<file path="src/hw/rtl/imu_pkg.sv">
// ----------------------------------------------------------------------------
// imu_pkg
// Shared types and constants of the BCD sensor frame decoder.
// ----------------------------------------------------------------------------
package imu_pkg;

   localparam logic [7:0] SYNC_FIRST  = 8'h68;
   localparam logic [7:0] SYNC_SECOND = 8'h1f;
   localparam int         BODY_LEN    = 30;
   localparam int         HEADER_LEN  = 2;
   localparam int         FIELD_BYTES = 3;
   localparam int         FIELD_COUNT = 9;
   localparam int         FIELD_SLOTS = 9;
   localparam logic [3:0] NEG_SIGN    = 4'd1;
   localparam logic [3:0] DIGIT_MAX   = 4'd9;

   localparam int QUEUE_DEPTH = 2;
   localparam int QPTR_W      = (QUEUE_DEPTH > 1) ? $clog2(QUEUE_DEPTH) : 1;
   localparam int QCNT_W      = $clog2(QUEUE_DEPTH + 1);

   typedef enum logic [1:0] {
      PH_HUNT,
      PH_SYNC2,
      PH_BODY
   } phase_type;

   typedef enum logic [1:0] {
      CMD_HEAD,
      CMD_MID,
      CMD_TAIL
   } cmd_kind_type;

   typedef struct packed {
      cmd_kind_type kind;
      logic [3:0]   field_index;
      logic         last_of_frame;
      logic [7:0]   data_byte;
   } cmd_type;

endpackage

</file>
<file path="src/hw/rtl/imu_req_if.sv">
// ----------------------------------------------------------------------------
// imu_req_if
// Input byte channel: valid/ready handshake with one serial data word.
// ----------------------------------------------------------------------------
interface imu_req_if;
   logic       valid;
   logic       ready;
   logic [7:0] data_byte;

   modport source (output valid, output data_byte, input ready);
   modport sink   (input valid, input data_byte, output ready);
endinterface

</file>
<file path="src/hw/rtl/imu_rsp_if.sv">
// ----------------------------------------------------------------------------
// imu_rsp_if
// Result channel: valid/ready handshake with one decoded field word.
// ----------------------------------------------------------------------------
interface imu_rsp_if;
   logic               valid;
   logic               ready;
   logic [3:0]         field_index;
   logic signed [17:0] value;
   logic               digit_error;
   logic               last_of_frame;

   modport source (output valid, output field_index, output value,
                   output digit_error, output last_of_frame, input ready);
   modport sink   (input valid, input field_index, input value,
                   input digit_error, input last_of_frame, output ready);
endinterface

</file>
<file path="src/hw/rtl/imu_front.sv">
// ----------------------------------------------------------------------------
// imu_front
// Sync hunt and body tracking; turns field bytes into queued commands.
// ----------------------------------------------------------------------------
module imu_front
   import imu_pkg::*;
(
   input  logic       clock,
   input  logic       reset,
   input  logic       in_valid,
   output logic       in_ready,
   input  logic [7:0] in_byte,
   input  logic       q_full,
   output logic       q_push,
   output cmd_type    q_cmd
);

   phase_type  phase_ff, phase_in;
   logic [4:0] pos_ff, pos_in;
   logic [1:0] part_ff, part_in;
   logic [3:0] fld_ff, fld_in;

   logic accept;
   logic in_field;

   assign in_ready = !q_full;
   assign accept   = in_valid && in_ready;
   assign in_field = (pos_ff >= 5'(HEADER_LEN)) &&
                     (pos_ff < 5'(HEADER_LEN + FIELD_SLOTS * FIELD_BYTES));

   always_comb begin
      phase_in = phase_ff;
      pos_in   = pos_ff;
      part_in  = part_ff;
      fld_in   = fld_ff;
      q_push   = 1'b0;

      q_cmd.data_byte     = in_byte;
      q_cmd.field_index   = fld_ff;
      q_cmd.last_of_frame = (fld_ff == 4'(FIELD_COUNT - 1));
      unique case (part_ff)
         2'd0:    q_cmd.kind = CMD_HEAD;
         2'd1:    q_cmd.kind = CMD_MID;
         default: q_cmd.kind = CMD_TAIL;
      endcase

      if (accept) begin
         unique case (phase_ff)
            PH_SYNC2: begin
               if (in_byte == SYNC_SECOND) begin
                  phase_in = PH_BODY;
                  pos_in   = '0;
                  part_in  = '0;
                  fld_in   = '0;
               end else begin
                  phase_in = PH_HUNT;
               end
            end
            PH_BODY: begin
               if (in_field) begin
                  q_push = (fld_ff < 4'(FIELD_COUNT));
                  if (part_ff == 2'(FIELD_BYTES - 1)) begin
                     part_in = '0;
                     fld_in  = fld_ff + 4'd1;
                  end else begin
                     part_in = part_ff + 2'd1;
                  end
               end
               if (pos_ff == 5'(BODY_LEN - 1)) begin
                  phase_in = PH_HUNT;
                  pos_in   = '0;
               end else begin
                  pos_in = pos_ff + 5'd1;
               end
            end
            default: begin
               phase_in = (in_byte == SYNC_FIRST) ? PH_SYNC2 : PH_HUNT;
            end
         endcase
      end
   end

   always_ff @(posedge clock) begin
      if (reset) begin
         phase_ff <= PH_HUNT;
         pos_ff   <= '0;
         part_ff  <= '0;
         fld_ff   <= '0;
      end else begin
         phase_ff <= phase_in;
         pos_ff   <= pos_in;
         part_ff  <= part_in;
         fld_ff   <= fld_in;
      end
   end

endmodule

</file>
<file path="src/hw/rtl/imu_queue.sv">
// ----------------------------------------------------------------------------
// imu_queue
// Short command queue between the front and back halves.
// ----------------------------------------------------------------------------
module imu_queue
   import imu_pkg::*;
(
   input  logic    clock,
   input  logic    reset,
   input  logic    push,
   input  cmd_type push_cmd,
   output logic    full,
   input  logic    pop,
   output logic    not_empty,
   output cmd_type head_cmd
);

   cmd_type             entry_ff [QUEUE_DEPTH];
   logic [QPTR_W-1:0]   wr_ff, wr_in;
   logic [QPTR_W-1:0]   rd_ff, rd_in;
   logic [QCNT_W-1:0]   cnt_ff, cnt_in;
   logic                do_push, do_pop;

   assign full      = (cnt_ff == QCNT_W'(QUEUE_DEPTH));
   assign not_empty = (cnt_ff != '0);
   assign head_cmd  = entry_ff[rd_ff];
   assign do_push   = push && !full;
   assign do_pop    = pop && not_empty;

   always_comb begin
      wr_in  = wr_ff;
      rd_in  = rd_ff;
      cnt_in = cnt_ff;
      if (do_push) begin
         wr_in = (wr_ff == QPTR_W'(QUEUE_DEPTH - 1)) ? '0 : wr_ff + 1'b1;
      end
      if (do_pop) begin
         rd_in = (rd_ff == QPTR_W'(QUEUE_DEPTH - 1)) ? '0 : rd_ff + 1'b1;
      end
      if (do_push && !do_pop) begin
         cnt_in = cnt_ff + 1'b1;
      end else if (do_pop && !do_push) begin
         cnt_in = cnt_ff - 1'b1;
      end
   end

   always_ff @(posedge clock) begin
      if (reset) begin
         wr_ff  <= '0;
         rd_ff  <= '0;
         cnt_ff <= '0;
      end else begin
         wr_ff  <= wr_in;
         rd_ff  <= rd_in;
         cnt_ff <= cnt_in;
      end
   end

   always_ff @(posedge clock) begin
      if (do_push) begin
         entry_ff[wr_ff] <= push_cmd;
      end
   end

endmodule

</file>
<file path="src/hw/rtl/imu_back.sv">
// ----------------------------------------------------------------------------
// imu_back
// BCD accumulation per field and the registered result stage.
// ----------------------------------------------------------------------------
module imu_back
   import imu_pkg::*;
(
   input  logic              clock,
   input  logic              reset,
   input  logic              q_not_empty,
   input  cmd_type           q_cmd,
   output logic              q_pop,
   output logic              out_valid,
   input  logic              out_ready,
   output logic [3:0]        out_field_index,
   output logic signed [17:0] out_value,
   output logic              out_digit_error,
   output logic              out_last_of_frame
);

   logic [16:0]        mag_ff, mag_in;
   logic               neg_ff, neg_in;
   logic               bad_ff, bad_in;
   logic               valid_ff, valid_in;
   logic [3:0]         fidx_ff;
   logic signed [17:0] value_ff;
   logic               err_ff;
   logic               last_ff;

   logic [3:0]  hi_nib, lo_nib;
   logic        hi_bad, lo_bad;
   logic [23:0] mid_sum;
   logic [17:0] mag_ext;
   logic [17:0] value_calc;
   logic        load_out;

   assign hi_nib  = q_cmd.data_byte[7:4];
   assign lo_nib  = q_cmd.data_byte[3:0];
   assign hi_bad  = (hi_nib > DIGIT_MAX);
   assign lo_bad  = (lo_nib > DIGIT_MAX);
   assign mid_sum = 24'(mag_ff) * 24'd100 + 24'(hi_nib) * 24'd10 + 24'(lo_nib);

   assign q_pop    = q_not_empty && (!valid_ff || out_ready);
   assign load_out = q_pop && (q_cmd.kind == CMD_TAIL);

   always_comb begin
      mag_in = mag_ff;
      neg_in = neg_ff;
      bad_in = bad_ff;
      if (q_pop) begin
         unique case (q_cmd.kind)
            CMD_HEAD: begin
               neg_in = (hi_nib == NEG_SIGN);
               bad_in = lo_bad;
               mag_in = lo_bad ? '0 : 17'(lo_nib);
            end
            CMD_MID, CMD_TAIL: begin
               bad_in = bad_ff || hi_bad || lo_bad;
               mag_in = (bad_ff || hi_bad || lo_bad) ? '0 : mid_sum[16:0];
            end
            default: begin
               mag_in = mag_ff;
            end
         endcase
      end
   end

   assign mag_ext    = bad_in ? '0 : {1'b0, mag_in};
   assign value_calc = neg_in ? (18'd0 - mag_ext) : mag_ext;

   always_comb begin
      valid_in = valid_ff;
      if (out_ready) begin
         valid_in = 1'b0;
      end
      if (load_out) begin
         valid_in = 1'b1;
      end
   end

   always_ff @(posedge clock) begin
      if (reset) begin
         valid_ff <= 1'b0;
         mag_ff   <= '0;
         neg_ff   <= 1'b0;
         bad_ff   <= 1'b0;
      end else begin
         valid_ff <= valid_in;
         mag_ff   <= mag_in;
         neg_ff   <= neg_in;
         bad_ff   <= bad_in;
      end
   end

   always_ff @(posedge clock) begin
      if (load_out) begin
         fidx_ff  <= q_cmd.field_index;
         value_ff <= signed'(value_calc);
         err_ff   <= bad_in;
         last_ff  <= q_cmd.last_of_frame;
      end
   end

   assign out_valid         = valid_ff;
   assign out_field_index   = fidx_ff;
   assign out_value         = value_ff;
   assign out_digit_error   = err_ff;
   assign out_last_of_frame = last_ff;

endmodule

</file>
<file path="src/hw/rtl/imu_bcd_frame_decoder.sv">
// ----------------------------------------------------------------------------
// imu_bcd_frame_decoder
// Serial sensor frame parser emitting sign-magnitude BCD fields as integers.
// ----------------------------------------------------------------------------
// One byte word is accepted every clock cycle while the command queue is not
// full. The front tracks the 0x68 0x1f sync pair and the 30-byte body and
// queues each field byte as a command; the back folds the BCD digits and,
// once the third byte of a field leaves the queue, loads a result word into
// the result register. The two-entry command queue and the result register let
// both sides stall on their own: input is held off only when the queue is
// full, which needs a result left waiting.
module imu_bcd_frame_decoder
   import imu_pkg::*;
(
   input  logic clock,
   input  logic reset,
   imu_req_if.sink   req_bus,
   imu_rsp_if.source rsp_bus
);

   logic    q_full;
   logic    q_push;
   cmd_type q_push_cmd;
   logic    q_pop;
   logic    q_not_empty;
   cmd_type q_head_cmd;

   imu_front u_front (
      .clock    (clock),
      .reset    (reset),
      .in_valid (req_bus.valid),
      .in_ready (req_bus.ready),
      .in_byte  (req_bus.data_byte),
      .q_full   (q_full),
      .q_push   (q_push),
      .q_cmd    (q_push_cmd)
   );

   imu_queue u_queue (
      .clock     (clock),
      .reset     (reset),
      .push      (q_push),
      .push_cmd  (q_push_cmd),
      .full      (q_full),
      .pop       (q_pop),
      .not_empty (q_not_empty),
      .head_cmd  (q_head_cmd)
   );

   imu_back u_back (
      .clock             (clock),
      .reset             (reset),
      .q_not_empty       (q_not_empty),
      .q_cmd             (q_head_cmd),
      .q_pop             (q_pop),
      .out_valid         (rsp_bus.valid),
      .out_ready         (rsp_bus.ready),
      .out_field_index   (rsp_bus.field_index),
      .out_value         (rsp_bus.value),
      .out_digit_error   (rsp_bus.digit_error),
      .out_last_of_frame (rsp_bus.last_of_frame)
   );

endmodule

</file>
<file path="src/flat_wrapper.sv">
// flat-port wrapper written by rule: the top's interface ports become plain ports
module imu_bcd_frame_decoder_flat import imu_pkg::*;
  (clock, reset, req_bus_valid, req_bus_data_byte, req_bus_ready, rsp_bus_valid, rsp_bus_field_index, rsp_bus_value, rsp_bus_digit_error, rsp_bus_last_of_frame, rsp_bus_ready);
  imu_req_if req_bus_i ();
  imu_rsp_if rsp_bus_i ();
  input  logic clock;
  input  logic reset;
  input wire logic [$bits(req_bus_i.valid)-1:0] req_bus_valid;
  input wire logic [$bits(req_bus_i.data_byte)-1:0] req_bus_data_byte;
  output wire logic [$bits(req_bus_i.ready)-1:0] req_bus_ready;
  output wire logic [$bits(rsp_bus_i.valid)-1:0] rsp_bus_valid;
  output wire logic [$bits(rsp_bus_i.field_index)-1:0] rsp_bus_field_index;
  output wire logic [$bits(rsp_bus_i.value)-1:0] rsp_bus_value;
  output wire logic [$bits(rsp_bus_i.digit_error)-1:0] rsp_bus_digit_error;
  output wire logic [$bits(rsp_bus_i.last_of_frame)-1:0] rsp_bus_last_of_frame;
  input wire logic [$bits(rsp_bus_i.ready)-1:0] rsp_bus_ready;
  assign req_bus_i.valid = req_bus_valid;
  assign req_bus_i.data_byte = req_bus_data_byte;
  assign req_bus_ready = req_bus_i.ready;
  assign rsp_bus_valid = rsp_bus_i.valid;
  assign rsp_bus_field_index = rsp_bus_i.field_index;
  assign rsp_bus_value = rsp_bus_i.value;
  assign rsp_bus_digit_error = rsp_bus_i.digit_error;
  assign rsp_bus_last_of_frame = rsp_bus_i.last_of_frame;
  assign rsp_bus_i.ready = rsp_bus_ready;
  imu_bcd_frame_decoder u_core (.clock(clock), .reset(reset), .req_bus(req_bus_i), .rsp_bus(rsp_bus_i));
endmodule
</file>
<file path="config.mk">
export PLATFORM = sky130hd
export DESIGN_NAME = imu_bcd_frame_decoder_flat
export DESIGN_NICKNAME = d
export VERILOG_FILES = /design/src/hw/rtl/imu_pkg.sv /design/src/hw/rtl/imu_req_if.sv /design/src/hw/rtl/imu_rsp_if.sv /design/src/hw/rtl/imu_front.sv /design/src/hw/rtl/imu_queue.sv /design/src/hw/rtl/imu_back.sv /design/src/hw/rtl/imu_bcd_frame_decoder.sv /design/src/flat_wrapper.sv
export SDC_FILE = /design/constraint.sdc
export NUM_CORES = 1
export LEC_CHECK = 0
export CORE_MARGIN = 5
export CORE_UTILIZATION = 50
export DETAILED_ROUTE_END_ITERATION = 7
export DONT_BUFFER_PORTS = 1
export PLACE_DENSITY_LB_ADDON = 0.12
export SLEW_MARGIN = 20
export SYNTH_ARGS = -nofsm -noshare
export SYNTH_HDL_FRONTEND = slang
export SYNTH_HIERARCHICAL = 1
export SYNTH_SLANG_ARGS = --single-unit
</file>
<file path="constraint.sdc">
create_clock -name clock -period 9.1 [get_ports clock]
set_clock_uncertainty 0.05 [all_clocks]
set_input_delay 2.73 -clock clock [delete_from_list [all_inputs] [get_ports clock]]
set_output_delay 2.73 -clock clock [all_outputs]
set_load 0.03 [all_outputs]
</file>
==> impl_metrics.yaml <==
synth:
  synth_area_leaders: "edfxtp_1 (26%), ha_1 (12%), dfxtp_1 (12%)"
  syn_nets: 714
  synth_edf_count: 54
  synth-seq-area-share_pct: 37.74
  async_flop_share_pct: 0
  syn_inst: 628
  synth_top_cell_by_area: "edfxtp_1"
  synth_warnings: 6
  ys_types: 74
  syn_avg_cell_area_um2: 10.05
  ys_seq_elements: 92
  synth_area_mm2: 0.006312
  synth-main-ff-cell: "edfxtp_1"
  synthDominantCellAreaShare_pct: 25.69
finish:
  layout-drive-gt1-share_pct: 9.501
  regArea_mm2: 0.002382
  area_growth_pct: 5.728
  diodes: 0
  layout_common_cells: "inv_1 (65), ha_1 (61), edfxtp_1 (54)"
  final_common_cell: "inv_1"
  multi_input_area_mm2: 0.003555
  nNetsFinal: 702
  num-fill-cells: 1170
sta:
  final-setup-viol-count: 0
  worst_hold_slack_ns: 0.4308
  worstMarginPinSlew_ns: 1.043
  max_freq_mhz: 173.4
  fin_crit_ns: 5.766
  rsz0062_at_grt: "no"
  finalHoldViolCount: 0
  slew_headroom_pct: 30.50
  fin_crit_sh_pct: 63.36
  tns_ns: 0
  finalMaxSlewViolations: 0
power_and_ir_drop:
  switching_share_pct: 18.86
  seqPwrFrac_pct: 56.3
  combPwrFrac_pct: 0.5
  p_int_w: 0.0006295
  power.leakage_nw: 2.634
  peakVddDrop_mv: 0.08876
  p_switching_w: 0.0001463
  clkPwrFrac_pct: 43.2
  p_per_area_mw_per_mm2: 116.3
cts:
  cts.repair.resized: 0
  cts_hold_buf: 0
  cts_sinks: 92
  cts.path.max_buffers: 2
  h-tree-depth: 3
  cts-buffers-inserted: 9
  root_buffer: "clkbuf_16"
  path_clk_slew_ns: 0.06
  post-cts-setup-buffer-count: 0
  cts_tree: "done"
  worstSkewPairLatency_ns: 0.33
global_route:
  antenna_found_initial: 0
  grt_first_pass_wirelength_um: 20830
  grt_pass1_vias: 4428
  gr-usage-all-layers_pct: 17.47
  overflow: 0
  grt_max_degree: 43
die:
  die_x_um: 122.4
  rows: 41
  start_util_pct: 50.43
  pin_count: 38
  die_area_mm2: 0.01497
  core_mm2: 0.01252
  die_h_um: 122.4
route:
  wire_per_inst_um: 15.74
  drt-pass1-iter-count: 4
  num_vias: 4430
  vias_per_cell: 5.586
  wirelength_um: 12480
  drt_iter0_markers: 248
  postRouteAntennaNets: 0
  drc: 0
setup_path:
  path_max_fanout: 23
  cpPeakStageDelay_ns: 0.50
  reg2reg_slack_ns: 3.64
  crit_path_frequent_cell: "nand2b_1"
  critical_path_class: "input port to flip-flop"
  start_kind: "input port"
  arrival_ns: 5.79
  path_cells: "nand2b_1 > nand2b_1 > a21oi_1 > o32ai_1 > buf_4 > inv_1 > or2_2 > ha_1 > o211ai_1 > nand3b_1 > or4b_4 > o21ai_2 > xor2_1"
  crit_path_top_delay_cell: "or4b_4"
  cp-end-kind: "flip-flop"
  critical_path_required_ns: 9.12
status:
  status: "finished, final reports clean"
hold_path:
  hold_path_class: "flip-flop to flip-flop"
job:
  cap_viol_max_count: 0
placement:
  numPortBuffers: 0
  hpwlAfterDp_um: 9737
  gp_congestion: 0.8646
[kinds of logic after synthesis]
| logic type | after synthesis | synth area share [%] |
|---|---|---|
| compound gates | 131 | 15.06 |
| xor+xnor | 43 | 5.966 |
| fa+ha+maj | 74 | 16.21 |
| buf+inv | 89 | 5.946 |
| flops | 92 | 37.74 |
| mux | 19 | 3.350 |
| simple gates | 180 | 15.72 |
[worst paths after layout]
path / cells past startpoint / startpoint / to
setup / recovery: 13 / rsp_bus_ready / u_core/u_back/out_value[16]
hold / removal: 2 / u_core/u_queue/wr_ff / u_core/u_queue/wr_ff
setup reg to reg: 17 / flip-flop / u_core/u_back/out_value[16]
hold reg to reg: 2 / u_core/u_queue/wr_ff / u_core/u_queue/wr_ff
[area by class of cell]
cell class                      instances  area share [%]
Clock inverter                          5          0.4124
Timing Repair Buffer                    1          0.1125
Inverter                               65           3.656
Tap cell                              172           3.225
Multi-Input combinational cell        447           53.26
Sequential cell                        92           35.70
Clock buffer                           11           3.637
[flip-flops by register name, indices dropped and copies added, names as in the netlist, 2 cells and up, named ones only]
| register | flops |
|---|---|
| u_core/u_queue/entry_ff | 30 |
| u_core/u_back/out_value | 18 |
| u_core/u_back/mag_ff | 17 |
| u_core/u_front/pos_ff | 5 |
| u_core/u_back/out_field_index | 4 |
| u_core/u_front/fld_ff | 4 |
| u_core/u_front/part_ff | 2 |
| u_core/u_front/phase_ff | 2 |
| u_core/u_queue/cnt_ff | 2 |
[worst max-delay path: cells and delay by family]
family          cells  cell delay [ns]
simple gates        5             1.44
xor+xnor            1             0.08
fa+ha+maj           1             0.28
buf+inv             2             0.51
compound gates      4             0.73
[per-layer routing]
layer,up-vias,wire (µm),GRT usage (%)
li1,2223,-,-
met1,2113,5089,19.39
met2,78,6827,33.22
met3,16,369,3.548
met4,0,196,5.458
met5,-,0,0
[per-stage QoR]
step	setup WS (ns)	utilization (%)	total power (W)	cell area [µm²]	std cells
final	3.334	53.32	0.0007759	6674	793
after global routing	3.098	53.32	0.0008033	6674	793
after CTS	3.361	53.32	0.0007853	6674	793
after detailed placement	3.021	51.16	0.0004497	6404	777
after global placement	3.148	51.16	0.0004497	6404	777
after floorplan	3.831	-	0.0004535	6312	628
[cell usage after synthesis, types with 5 or more instances]
cell type  count
a22oi_1        6
edfxtp_1      54
nand2b_1      12
nor2_1        49
fa_1          13
nor3_1        11
o21ai_0       23
mux2_2        17
and3_1         5
o211ai_1       6
ha_1          61
dfxtp_1       38
xor2_1        15
nand4_1        7
and2_1        10
nand2_1       34
buf_4         10
nor2b_1        6
inv_1         65
a21oi_1       31
nand3_1        9
nand4b_1       5
a31oi_1        9
xnor2_1       28
clkbuf_1       9
or3_1          8
[power by group through the flow]
stage	sequential [W]	clock, W	combinational (W)
6_report	0.000437	0.000335	0.00000386
5_1_grt	0.000437	0.000363	0.00000418
4_1_cts	0.000437	0.000345	0.00000383
3_5_place_dp	0.000446	0	0.00000381
3_3_place_gp	0.000446	0	0.00000378
2_1_floorplan	0.000446	0	0.00000762
No activity file was read; power rests on OpenSTA's default activity.
